===== src/hdl/rfpb_pkg.sv =====
// ----------------------------------------------------------------------------
// rfpb_pkg
// Types and constants shared by the RTCP feedback packet builder modules.
// ----------------------------------------------------------------------------
`default_nettype none

package rfpb_pkg;

    localparam int APB_AW = 3;

    localparam logic [7:0]  HDR_PLI  = 8'h81;
    localparam logic [7:0]  HDR_FIR  = 8'h84;
    localparam logic [7:0]  HDR_REMB = 8'h8F;
    localparam logic [7:0]  PT_PSFB  = 8'd206;
    localparam logic [31:0] REMB_TAG = 32'h52454D42;

    localparam logic [15:0] LEN_PLI = 16'd2;
    localparam logic [15:0] LEN_FIR = 16'd4;
    localparam logic [15:0] LEN_REMB_BASE = 16'd4;

    localparam logic [11:0] BYTES_PLI = 12'd12;
    localparam logic [11:0] BYTES_FIR = 12'd20;
    localparam logic [11:0] BYTES_REMB_BASE = 12'd20;

    localparam logic [10:0] MAX_BYTES_RESET = 11'd1040;

    localparam logic [5:0] MANT_MSB = 6'd17;

    localparam logic [1:0] MODE_PLI  = 2'd0;
    localparam logic [1:0] MODE_FIR  = 2'd1;
    localparam logic [1:0] MODE_REMB = 2'd2;

    localparam logic [APB_AW-1:0] ADDR_SENDER_SSRC = 3'd0;
    localparam logic [APB_AW-1:0] ADDR_MAX_BYTES   = 3'd4;

    localparam int Q_DEPTH = 4;
    localparam int Q_AW    = 2;

    typedef enum logic [2:0] {
        K_PLI,
        K_FIR,
        K_REMB,
        K_ENTRY,
        K_ERROR
    } t_kind;

    typedef struct packed {
        t_kind        kind;
        logic [31:0]  media;
        logic         last;
        logic [7:0]   seq;
        logic [7:0]   count;
        logic [23:0]  code;
    } t_desc;

endpackage

`default_nettype wire


===== src/hdl/rfpb_front.sv =====
// ----------------------------------------------------------------------------
// rfpb_front
// Accepts items, tracks list and FIR state, classifies each item into a
// packet descriptor and finishes the bitrate code before queueing it.
// ----------------------------------------------------------------------------
`default_nettype none

module rfpb_front #(
    parameter int MAX_LIST_ENTRIES = 255
) (
    input  wire logic             i_clk,
    input  wire logic             i_rst_n,
    input  wire logic             i_in_valid,
    output logic                  o_in_ready,
    input  wire logic [1:0]       i_mode,
    input  wire logic [31:0]      i_media_ssrc,
    input  wire logic [63:0]      i_bitrate,
    input  wire logic [7:0]       i_ssrc_count,
    input  wire logic [10:0]      i_max_bytes,
    output logic                  o_push_valid,
    input  wire logic             i_push_ready,
    output rfpb_pkg::t_desc       o_push_desc
);

    logic                  r_s1_valid;
    rfpb_pkg::t_desc       r_s1_desc;
    logic [63:0]           r_bps;
    logic [3:0]            r_nz;
    logic [3:0][3:0]       r_lpos;
    logic [7:0]            r_seq;
    logic [7:0]            r_entries;
    logic                  r_rej;

    logic [7:0]            n_seq;
    logic [7:0]            n_entries;
    logic                  n_rej;

    logic                  accept;
    logic                  c_push;
    rfpb_pkg::t_desc       c_desc;
    logic [11:0]           c_bytes;
    logic [11:0]           c_max;
    logic [3:0]            c_nz;
    logic [3:0][3:0]       c_lpos;

    logic [1:0]            sel;
    logic [5:0]            msb;
    logic [5:0]            sh;
    logic [63:0]           shifted;
    logic [23:0]           code;

    assign o_in_ready = !r_s1_valid || i_push_ready;
    assign accept     = i_in_valid && o_in_ready;
    assign c_bytes    = rfpb_pkg::BYTES_REMB_BASE + {2'b00, i_ssrc_count, 2'b00};
    assign c_max      = {1'b0, i_max_bytes};

    always_comb begin
        c_push    = 1'b0;
        n_seq     = r_seq;
        n_entries = r_entries;
        n_rej     = r_rej;
        c_desc.kind  = rfpb_pkg::K_ERROR;
        c_desc.media = i_media_ssrc;
        c_desc.last  = 1'b1;
        c_desc.seq   = r_seq;
        c_desc.count = i_ssrc_count;
        c_desc.code  = 24'd0;
        if (r_entries != 8'd0) begin
            n_entries = r_entries - 8'd1;
            if (r_rej) begin
                if (n_entries == 8'd0) begin
                    n_rej = 1'b0;
                end
            end else begin
                c_push      = 1'b1;
                c_desc.kind = rfpb_pkg::K_ENTRY;
                c_desc.last = (r_entries == 8'd1);
            end
        end else begin
            case (i_mode)
                rfpb_pkg::MODE_PLI: begin
                    c_push = 1'b1;
                    if (c_max >= rfpb_pkg::BYTES_PLI) begin
                        c_desc.kind = rfpb_pkg::K_PLI;
                    end
                end
                rfpb_pkg::MODE_FIR: begin
                    c_push = 1'b1;
                    if (c_max >= rfpb_pkg::BYTES_FIR) begin
                        c_desc.kind = rfpb_pkg::K_FIR;
                        n_seq       = r_seq + 8'd1;
                    end
                end
                rfpb_pkg::MODE_REMB: begin
                    c_push = 1'b1;
                    if (i_ssrc_count != 8'd0) begin
                        n_entries = i_ssrc_count - 8'd1;
                        if (c_bytes > c_max || i_ssrc_count > 8'(MAX_LIST_ENTRIES)) begin
                            n_rej = (n_entries != 8'd0);
                        end else begin
                            n_rej       = 1'b0;
                            c_desc.kind = rfpb_pkg::K_REMB;
                            c_desc.last = (i_ssrc_count == 8'd1);
                        end
                    end
                end
                default: begin
                    c_push = 1'b0;
                end
            endcase
        end
    end

    // leading-one position within each 16-bit slice
    always_comb begin
        for (int j = 0; j < 4; j++) begin
            c_nz[j]   = |i_bitrate[16*j +: 16];
            c_lpos[j] = 4'd0;
            for (int i = 0; i < 16; i++) begin
                if (i_bitrate[16*j + i]) begin
                    c_lpos[j] = 4'(i);
                end
            end
        end
    end

    always_ff @(posedge i_clk) begin
        if (!i_rst_n) begin
            r_s1_valid <= 1'b0;
            r_seq      <= 8'd0;
            r_entries  <= 8'd0;
            r_rej      <= 1'b0;
        end else begin
            if (o_in_ready) begin
                r_s1_valid <= accept && c_push;
            end
            if (accept) begin
                r_seq     <= n_seq;
                r_entries <= n_entries;
                r_rej     <= n_rej;
            end
        end
    end

    always_ff @(posedge i_clk) begin
        if (accept) begin
            r_s1_desc <= c_desc;
            r_bps     <= i_bitrate;
            r_nz      <= c_nz;
            r_lpos    <= c_lpos;
        end
    end

    // finish normalization: mantissa keeps bits msb..msb-17
    always_comb begin
        sel = 2'd0;
        for (int j = 0; j < 4; j++) begin
            if (r_nz[j]) begin
                sel = 2'(j);
            end
        end
        msb     = {sel, r_lpos[sel]};
        sh      = msb - rfpb_pkg::MANT_MSB;
        shifted = r_bps >> sh;
        if ((|r_nz) && (msb > rfpb_pkg::MANT_MSB)) begin
            code = {sh, shifted[17:0]};
        end else begin
            code = {6'd0, r_bps[17:0]};
        end
    end

    always_comb begin
        o_push_desc      = r_s1_desc;
        o_push_desc.code = code;
    end

    assign o_push_valid = r_s1_valid;

endmodule

`default_nettype wire


===== src/hdl/rfpb_queue.sv =====
// ----------------------------------------------------------------------------
// rfpb_queue
// Short descriptor queue between the front and back parts.
// ----------------------------------------------------------------------------
`default_nettype none

module rfpb_queue (
    input  wire logic             i_clk,
    input  wire logic             i_rst_n,
    input  wire logic             i_push_valid,
    output logic                  o_push_ready,
    input  rfpb_pkg::t_desc       i_push_desc,
    output logic                  o_pop_valid,
    input  wire logic             i_pop,
    output rfpb_pkg::t_desc       o_pop_desc
);

    rfpb_pkg::t_desc                r_mem [rfpb_pkg::Q_DEPTH];
    logic [rfpb_pkg::Q_AW-1:0]      r_wr_ptr;
    logic [rfpb_pkg::Q_AW-1:0]      r_rd_ptr;
    logic [rfpb_pkg::Q_AW:0]        r_cnt;
    logic                           push;
    logic                           pop;

    assign o_push_ready = (r_cnt != (rfpb_pkg::Q_AW+1)'(rfpb_pkg::Q_DEPTH));
    assign o_pop_valid  = (r_cnt != '0);
    assign push         = i_push_valid && o_push_ready;
    assign pop          = i_pop && o_pop_valid;
    assign o_pop_desc   = r_mem[r_rd_ptr];

    always_ff @(posedge i_clk) begin
        if (!i_rst_n) begin
            r_wr_ptr <= '0;
            r_rd_ptr <= '0;
            r_cnt    <= '0;
        end else begin
            if (push) begin
                r_wr_ptr <= r_wr_ptr + 1'b1;
            end
            if (pop) begin
                r_rd_ptr <= r_rd_ptr + 1'b1;
            end
            if (push && !pop) begin
                r_cnt <= r_cnt + 1'b1;
            end else if (pop && !push) begin
                r_cnt <= r_cnt - 1'b1;
            end
        end
    end

    always_ff @(posedge i_clk) begin
        if (push) begin
            r_mem[r_wr_ptr] <= i_push_desc;
        end
    end

endmodule

`default_nettype wire


===== src/hdl/rfpb_back.sv =====
// ----------------------------------------------------------------------------
// rfpb_back
// Walks one descriptor at a time and emits its packet words, one word per
// cycle while the receiver is ready, through a registered output stage.
// ----------------------------------------------------------------------------
`default_nettype none

module rfpb_back (
    input  wire logic             i_clk,
    input  wire logic             i_rst_n,
    input  wire logic             i_pop_valid,
    output logic                  o_pop,
    input  rfpb_pkg::t_desc       i_pop_desc,
    input  wire logic [31:0]      i_sender_ssrc,
    output logic                  o_out_valid,
    input  wire logic             i_out_ready,
    output logic [31:0]           o_packet_word,
    output logic                  o_last_word,
    output logic                  o_status
);

    logic                  r_act;
    rfpb_pkg::t_desc       r_desc;
    logic [2:0]            r_idx;
    logic                  r_ovalid;
    logic [31:0]           r_word;
    logic                  r_last;
    logic                  r_status;

    logic                  out_load;
    logic                  emit;
    logic                  fin;
    logic [2:0]            last_idx;
    logic [31:0]           word;
    logic                  status;
    logic [15:0]           remb_len;

    assign out_load = !r_ovalid || i_out_ready;
    assign emit     = r_act && out_load;
    assign fin      = emit && (r_idx == last_idx);
    assign o_pop    = i_pop_valid && (!r_act || fin);
    assign remb_len = rfpb_pkg::LEN_REMB_BASE + {8'd0, r_desc.count};

    always_comb begin
        word   = 32'd0;
        status = 1'b0;
        case (r_desc.kind)
            rfpb_pkg::K_PLI: begin
                last_idx = 3'd2;
                case (r_idx)
                    3'd0:    word = {rfpb_pkg::HDR_PLI, rfpb_pkg::PT_PSFB, rfpb_pkg::LEN_PLI};
                    3'd1:    word = i_sender_ssrc;
                    default: word = r_desc.media;
                endcase
            end
            rfpb_pkg::K_FIR: begin
                last_idx = 3'd4;
                case (r_idx)
                    3'd0:    word = {rfpb_pkg::HDR_FIR, rfpb_pkg::PT_PSFB, rfpb_pkg::LEN_FIR};
                    3'd1:    word = i_sender_ssrc;
                    3'd2:    word = r_desc.media;
                    3'd3:    word = r_desc.media;
                    default: word = {r_desc.seq, 24'd0};
                endcase
            end
            rfpb_pkg::K_REMB: begin
                last_idx = 3'd5;
                case (r_idx)
                    3'd0:    word = {rfpb_pkg::HDR_REMB, rfpb_pkg::PT_PSFB, remb_len};
                    3'd1:    word = i_sender_ssrc;
                    3'd2:    word = 32'd0;
                    3'd3:    word = rfpb_pkg::REMB_TAG;
                    3'd4:    word = {r_desc.count, r_desc.code};
                    default: word = r_desc.media;
                endcase
            end
            rfpb_pkg::K_ENTRY: begin
                last_idx = 3'd0;
                word     = r_desc.media;
            end
            default: begin
                last_idx = 3'd0;
                status   = 1'b1;
            end
        endcase
    end

    always_ff @(posedge i_clk) begin
        if (!i_rst_n) begin
            r_act    <= 1'b0;
            r_ovalid <= 1'b0;
        end else begin
            if (o_pop) begin
                r_act <= 1'b1;
            end else if (fin) begin
                r_act <= 1'b0;
            end
            if (emit) begin
                r_ovalid <= 1'b1;
            end else if (out_load) begin
                r_ovalid <= 1'b0;
            end
        end
    end

    always_ff @(posedge i_clk) begin
        if (o_pop) begin
            r_desc <= i_pop_desc;
            r_idx  <= 3'd0;
        end else if (emit) begin
            r_idx  <= r_idx + 3'd1;
        end
        if (emit) begin
            r_word   <= word;
            r_last   <= (r_idx == last_idx) && (status || r_desc.kind == rfpb_pkg::K_PLI ||
                        r_desc.kind == rfpb_pkg::K_FIR || r_desc.last);
            r_status <= status;
        end
    end

    assign o_out_valid   = r_ovalid;
    assign o_packet_word = r_word;
    assign o_last_word   = r_last;
    assign o_status      = r_status;

endmodule

`default_nettype wire


===== src/hdl/rtcp_feedback_packet_builder.sv =====
// ----------------------------------------------------------------------------
// rtcp_feedback_packet_builder
// Builds RTCP payload-specific feedback packets (PLI, FIR, REMB) as 32-bit
// big-endian words.
// ----------------------------------------------------------------------------
// Input channel: i_in_valid/o_in_ready carry one item per beat (mode, media
// SSRC, bitrate, entry count). Output channel: o_out_valid/i_out_ready carry
// one packet word per beat, with o_last_word closing a packet and o_status
// flagging an error beat (zero count, too many list entries or a packet
// over capacity). Registers on the APB port: address 0 sender SSRC,
// address 4 capacity in bytes; write them only while the block is idle.
// An item's first word passes the front stage register, the descriptor
// queue, the back descriptor register and the output word register.
// Throughput: one output word per cycle while the receiver is ready; an
// item yields 1 to 6 words (PLI 3, FIR 5, REMB header 6, list entry or
// error 1); swallowed entries and unused modes take one input beat and
// produce nothing. The single word-wide output register sets that rate.
// A four-entry descriptor queue lets input beats continue while words
// drain; when the receiver stalls, the output word holds and the queue
// fills, then o_in_ready drops. Reset clears the queue, the open list, the
// FIR sequence number and both registers (capacity back to 1040 bytes).
`default_nettype none

module rtcp_feedback_packet_builder #(
    parameter int MAX_LIST_ENTRIES = 255
) (
    input  wire logic                          i_clk,
    input  wire logic                          i_rst_n,
    input  wire logic                          i_in_valid,
    output logic                               o_in_ready,
    input  wire logic [1:0]                    i_mode,
    input  wire logic [31:0]                   i_media_ssrc,
    input  wire logic [63:0]                   i_bitrate,
    input  wire logic [7:0]                    i_ssrc_count,
    output logic                               o_out_valid,
    input  wire logic                          i_out_ready,
    output logic [31:0]                        o_packet_word,
    output logic                               o_last_word,
    output logic                               o_status,
    input  wire logic                          psel,
    input  wire logic                          penable,
    input  wire logic                          pwrite,
    input  wire logic [rfpb_pkg::APB_AW-1:0]   paddr,
    input  wire logic [31:0]                   pwdata,
    output logic [31:0]                        prdata,
    output logic                               pready
);

    logic [31:0]        r_sender_ssrc;
    logic [10:0]        r_max_bytes;
    logic               cfg_wr;

    logic               push_valid;
    logic               push_ready;
    rfpb_pkg::t_desc    push_desc;
    logic               pop_valid;
    logic               pop;
    rfpb_pkg::t_desc    pop_desc;

    assign pready = 1'b1;
    assign cfg_wr = psel && penable && pwrite && pready;
    assign prdata = (paddr[2] == rfpb_pkg::ADDR_MAX_BYTES[2]) ? {21'd0, r_max_bytes}
                                                            : r_sender_ssrc;

    always_ff @(posedge i_clk) begin
        if (!i_rst_n) begin
            r_sender_ssrc <= 32'd0;
            r_max_bytes   <= rfpb_pkg::MAX_BYTES_RESET;
        end else if (cfg_wr) begin
            if (paddr[2] == rfpb_pkg::ADDR_SENDER_SSRC[2]) begin
                r_sender_ssrc <= pwdata;
            end else begin
                r_max_bytes   <= pwdata[10:0];
            end
        end
    end

    rfpb_front #(
        .MAX_LIST_ENTRIES (MAX_LIST_ENTRIES)
    ) u_front (
        .i_clk        (i_clk),
        .i_rst_n      (i_rst_n),
        .i_in_valid   (i_in_valid),
        .o_in_ready   (o_in_ready),
        .i_mode       (i_mode),
        .i_media_ssrc (i_media_ssrc),
        .i_bitrate    (i_bitrate),
        .i_ssrc_count (i_ssrc_count),
        .i_max_bytes  (r_max_bytes),
        .o_push_valid (push_valid),
        .i_push_ready (push_ready),
        .o_push_desc  (push_desc)
    );

    rfpb_queue u_queue (
        .i_clk        (i_clk),
        .i_rst_n      (i_rst_n),
        .i_push_valid (push_valid),
        .o_push_ready (push_ready),
        .i_push_desc  (push_desc),
        .o_pop_valid  (pop_valid),
        .i_pop        (pop),
        .o_pop_desc   (pop_desc)
    );

    rfpb_back u_back (
        .i_clk         (i_clk),
        .i_rst_n       (i_rst_n),
        .i_pop_valid   (pop_valid),
        .o_pop         (pop),
        .i_pop_desc    (pop_desc),
        .i_sender_ssrc (r_sender_ssrc),
        .o_out_valid   (o_out_valid),
        .i_out_ready   (i_out_ready),
        .o_packet_word (o_packet_word),
        .o_last_word   (o_last_word),
        .o_status      (o_status)
    );

endmodule

`default_nettype wire


===== config.mk =====
export PLATFORM = sky130hd
export DESIGN_NAME = rtcp_feedback_packet_builder
export DESIGN_NICKNAME = d
export VERILOG_FILES = /design/src/hdl/rfpb_pkg.sv /design/src/hdl/rfpb_front.sv /design/src/hdl/rfpb_queue.sv /design/src/hdl/rfpb_back.sv /design/src/hdl/rtcp_feedback_packet_builder.sv
export SDC_FILE = /design/constraint.sdc
export NUM_CORES = 1
export LEC_CHECK = 0
export BUFFER_PORTS_ARGS = -buffer_cell sky130_fd_sc_hd__buf_2
export CAP_MARGIN = 5
export CORE_MARGIN = 5
export CORE_UTILIZATION = 46
export CTS_BUF_LIST = sky130_fd_sc_hd__clkbuf_4 sky130_fd_sc_hd__clkbuf_8
export CTS_CLUSTER_SIZE = 16
export DETAILED_ROUTE_END_ITERATION = 6
export PLACE_DENSITY = 0.69
export RECOVER_POWER = 100
export REMOVE_ABC_BUFFERS = 1
export SLEW_MARGIN = 10
export SYNTH_ARGS = -nofsm -noshare
export SYNTH_HDL_FRONTEND = slang
export SYNTH_SLANG_ARGS = --single-unit

===== constraint.sdc =====
create_clock -name i_clk -period 6 [get_ports i_clk]
set_input_delay 1.2 -clock i_clk [delete_from_list [all_inputs] [get_ports i_clk]]
set_output_delay 1.2 -clock i_clk [all_outputs]
set_load 0.02 [all_outputs]

# After elaboration in Yosys (flattened, before gate mapping)
# Memories as Yosys holds them, arrays and structs flattened. A register that Yosys moved wholly into a read port is not among the register bits.
# Cells that the tools add are included.
op_classes:
  add_sub_neg: 11
  shift: 1
  bitwise: 2
  n_lt_le_gt_ge: 6
  eq_ne: 13
  reduce_logical: 62
  mux: 101
ops:
  columns: ["operator", "n"]
  rows:
  - ["one-hot mux 32 bit (5 select lines)", 1]
  - ["one-hot mux 32 bit (4 select lines)", 1]
  - ["two-way mux 3 bit", 40]
  - ["one-hot mux 32 bit (3 select lines)", 1]
  - ["one-hot mux 32 bit (2 select lines)", 1]
  - ["OR reduction 16 bit", 4]
  - ["right shift 64 x 6 -> 18 bit", 1]
  - ["two-way mux 2 bit", 18]
  - ["two-way mux 32 bit", 1]
  - ["OR reduction 8 bit", 4]
  - ["two-way mux 1 bit", 30]
  - ["two-way mux 24 bit", 1]
  - ["two-way mux 8 bit", 3]
  - ["nonzero test 8 bit", 3]
  - ["OR reduction 4 bit", 6]
  - ["one-hot mux 3 bit (3 select lines)", 2]
  - ["equality test 8 x 1 -> 1 bit (second input constant)", 2]
  - ["subtractor 8 x 1 -> 8 bit (second input constant)", 2]
  - ["logical AND 1 bit", 13]
  - ["equality test 3 x 2 -> 1 bit (second input constant)", 4]
  - ["greater-than comparator 12 x 11 -> 1 bit", 1]
  - ["adder 5 x 10 -> 11 bit (first input constant)", 1]
  - ["greater-or-equal comparator 11 x 4 -> 1 bit (second input constant)", 1]
  - ["greater-or-equal comparator 11 x 5 -> 1 bit (second input constant)", 1]
  - ["other kinds (30)", 54]
totals:
  ram_bits: 304
  in_bits: 148
  out_inout_bits: 69
  n_memories: 1
  reg_bits: 243
mem_list:
  columns: ["name", "words", "word_bits", "rd", "rd_ports_with_merged_regs", "write_ports", "line_no", "text"]
  rows:
  - ["u_queue.r_mem", 4, 76, 1, 1, 1, "rfpb_queue.sv:18", "rfpb_pkg::t_desc r_mem [rfpb_pkg::Q_DEPTH];"]

# Logic depth before layout (Yosys ltp)
logic_depth:
  ltp_word: 14
  ltp_mapped: 16
  depth_no_buf: 13

# Cells and area by module
# A second synthesis with hierarchy kept.
unflattened:
  cells_unflattened: 2036
  hier_area_um2: 29414.5
by_module_without_submodules:
  columns: ["module", "cells_per_inst", "seq_area_each_um2", "area_per_inst_um2", "instances"]
  rows:
  - ["rfpb_queue", 445, 9308.9, 11484.8, 1]
  - ["rfpb_front", 954, 4414.2, 10616.4, 1]
  - ["rfpb_back", 419, 3403.3, 5292.6, 1]
  - ["rtcp_feedback_packet_builder", 218, 860.8, 2020.7, 1]

# Least setup slack after synthesis
# OpenSTA, ideal clock, no wires.
synth_path:
  kind: "input-to-reg"
  start: "input port i_in_valid"
  end: "register u_front.r_seq[7]"
  arrival_ns: 5.312
  required_ns: 5.885
  setup_ns: 0.115
  setup_slack_ns: 0.573
  stages: 9
  path_cell_list: "nand2_1 inv_1 and4_1 clkbuf_1 and4_1 and3_1 nand3_1 xnor2_1 and2_1"
synth_via:
  elab_chain_len: 2
synth_lines:
  columns: ["item", "line_no", "text"]
  rows:
  - ["start, declared", "rtcp_feedback_packet_builder.sv:29", "input wire logic i_in_valid,"]
  - ["logical AND 1 bit", "rfpb_front.sv:53", "assign accept = i_in_valid && o_in_ready;"]
  - ["via u_front.accept", "rfpb_front.sv:38", "logic accept;"]
  - ["AND reduction 4 bit (no line)", null, null]
  - ["end signal, assigned", "rfpb_front.sv:138", "r_seq <= n_seq;"]
  - ["end, declared", "rfpb_front.sv:30", "logic [7:0] r_seq;"]
# The timed path passes the listed nets, and every way through them passes these cells.
# A chain may end at the register's enable or synchronous reset.

==> impl_metrics.ini <==
[synthesis]
synth_area_um2 = 28100
syn_inst = 1959
synthMuxAreaShare_pct = 14.3
synth_top_family_by_area = multiplexers
synth_cell_type_count = 77
synth_common_cells = edfxtp_1 (549), nand2_1 (219), mux2i_1 (129)
yosysSeqAreaShare_pct = 64.0
yosysMostFrequentCell = edfxtp_1
synth_fa_ha_area_share_pct = 1.32
synth_largest_area_cell = edfxtp_1
synth_compound_area_share_pct = 8.69
synth_area_leaders = edfxtp_1 (59%), mux4_2 (8.9%), dfxtp_1 (5.2%), mux2i_1 (4.6%), nand2_1 (2.9%)
synth_edf_count = 549
synth-simple-area-share_pct = 8.11
ys_ff_latch = 622
synth_ff_type = edfxtp_1
synth_xor_area_share_pct = 1.25
yosysWarnings = 0
syn_area_per_cell_um2 = 14.3
yosysTopAreaCellShare_pct = 58.7
synth-async-reset-ratio_pct = 0

[cts]
postCtsSetupBuffers = 0
clock-sinks = 622
cts_made_buffers = 97
clkTransAtPathRegs_ns = 0.06
ctsHoldBuffers = 0
cts.htree.levels = 3
root_buffer = clkbuf_8
tritoncts = yes
clock_latency_ns = 0.71
cts-resized-gates = 0
max-clock-path-buffers = 3

[die]
die_h_um = 257
floorplan.die.width_um = 257
core_um2 = 60400
start_util_pct = 46.5
die-area_um2 = 66000
ioPinCount = 217
rows = 90

[power]
combPwrFrac_pct = 23.5
p_switching_mw = 4.06
p_int_mw = 9.04
p_per_area_nw_per_um2 = 412
clockPowerShare_pct = 28.1
pwr-share-seq_pct = 48.4
leakagePower_nw = 10.8
swShare_pct = 31.0
vdd_drop_max_uv = 343

[sta]
finalSetupTns_ns = 0
max_slew_margin_pct = -152
finalCritPeriodShare_pct = 85.7
worst_slew_pin_slew_ns = 3.78
setup_violations = 0
report.final.hold_viol_count = 0
maxSlewViolCount = 554
clock_skew_ns = 0.0483
rsz0062_at_grt = no
finalCriticalPeriod_ns = 5.14
fmax_ghz = 0.194

[run_status]
outcome = finished with violations
failed_checks = design-rule violations, max-capacitance violations, max-slew violations

[drt]
wl_per_cell_um = 22.8
via_per_inst = 5.80
num_vias = 17700
ant_nets = 0
drt_wl_total_um = 69800
first_iter_violations = 1431
drc = 7
dr.pass1.iters = 7

[setup_path]
path_class = reg2reg
crit_arrival_ns = 5.52
critPathLaunchType = flop
crit_path_max_fanout = 24
critPathCaptureType = flop
required_ns = 6.38

[final_layout]
fin_nets = 2367
drive_gt1_share_pct = 18.4
areaGrowthSynthToFinish_pct = 13.2
fin_cells = 3058

[placed_design]
dp.cells = 2873
hpwlAfterDp_um = 47300
gp_congestion = 0.927
io_buffers = 213

[global_route]
overflow = 0
grt_first_pass_wirelength_um = 107000
grt_usage_pct = 20.7
grt_pass1_vias = 18000
antenna_found_initial = 1
grt_max_degree = 73

[run]
cap_violations = 12

[hold_path]
holdCritPathClass = reg2reg
[sequential cells by signal, indices dropped and copies added (netlist names), 3 cells and up]
name and flops:
r_max_bytes 11, r_sender_ssrc 32, u_back.o_packet_word 32, u_back.r_desc 76, u_back.r_idx 3, u_front.o_push_desc 52
u_front.r_bps 64, u_front.r_entries 8, u_front.r_lpos 16, u_front.r_nz 3, u_front.r_seq 8, u_queue.r_cnt 3
u_queue.r_mem 304
[logic make-up after synthesis]
family / after synthesis
XOR/XNOR: 37
multiplexers: 259
adder cells (fa/ha/maj): 29
flip-flops: 622
other: 1
buffers and inverters: 156
AND/OR/NAND/NOR: 492
AO/OA/AOI/OAI: 363
[final timing paths]
| check | start | end | slack (ns) | depth (start not counted) |
|---|---|---|---|---|
| setup / recovery | u_front.r_nz[1] | u_queue.r_mem[2][12] | 0.86 | 12 |
| hold reg to reg | u_front.o_push_desc[47] | u_queue.r_mem[2][47] | 0.46 | 0 |
| setup reg to reg | u_front.r_nz[1] | u_queue.r_mem[2][12] | 0.86 | 12 |
| hold / removal | u_front.o_push_desc[47] | u_queue.r_mem[2][47] | 0.46 | 0 |
[layout by cell type, fill, tap and decap left out, drive strengths merged, types with 6 or more instances in the layout]
cell type,count
nand2,219
inv,45
a222oi,7
nor2b,43
clkbuf,299
edfxtp,549
mux4,111
o211ai,7
nand2b,10
a21oi,104
ha,28
a32oi,7
a22oi,23
o21ai,55
nor2,96
a31oi,8
a211oi,22
a21boi,51
xnor2,24
mux2,18
o31ai,6
a221oi,9
nor4,16
nand3,25
a221o,13
dfxtp,73
and2,20
o21bai,15
clkinv,25
nand4,9
mux2i,130
o22ai,8
nor3,21
xor2,13
buf,97
[critical path, stage by stage, from the launching register on]
cell and delay [ns]:
edfxtp_1 0.55, mux2_1 0.43, a211oi_4 0.24, buf_4 0.36
inv_1 0.49, nor4b_1 0.49, mux2i_1 0.27, and2_0 0.16
clkbuf_1 0.45, nand2_1 0.32, nor2_1 0.52, a32oi_1 0.21
o21ai_0 0.32
[layer usage]
metal	GRT usage, %	share of wire [%]	up-vias
met2	35.0	49	689
met5	0	0	-
li1	-	-	8056
met3	3.48	6.7	123
met4	6.89	2.7	0
met1	27.5	41	8866
[layout make-up]
class,count,area [um^2]
Fill cell,5047,28600
Antenna cell,1,2.50
Timing Repair Buffer,246,1110
Tap cell,782,978
Clock buffer,150,1800
Sequential cell,622,17900
Inverter,42,163
Clock inverter,34,274
Multi-Input combinational cell,1181,9490
[power groups by stage]
stage	Sequential [mW]	Combinational, mW	Clock, mW
floorplan	6.37	1.96	0
CTS	6.31	3.10	3.78
detailed placement	6.39	3.09	0
finish	6.33	3.08	3.69
global placement	6.36	3.03	0
global route	6.41	3.34	3.99
[stage by stage]
stage | total power [mW] | hold WS [ns] | cell area [um^2] | utilization, % | setup slack (ns)
after CTS | 13.2 | 0.449 | 32000 | 53.0 | 1.23
after global placement | 9.39 | 0.455 | 29900 | 49.6 | 1.39
after global routing | 13.7 | 0.473 | 31800 | 52.6 | 0.475
after floorplan | 8.32 | 0.429 | 27600 | - | 0.548
final | 13.1 | 0.460 | 31800 | 52.6 | 0.858
after detailed placement | 9.48 | 0.455 | 29900 | 49.6 | 1.26
(Power assumes the default switching activity.)
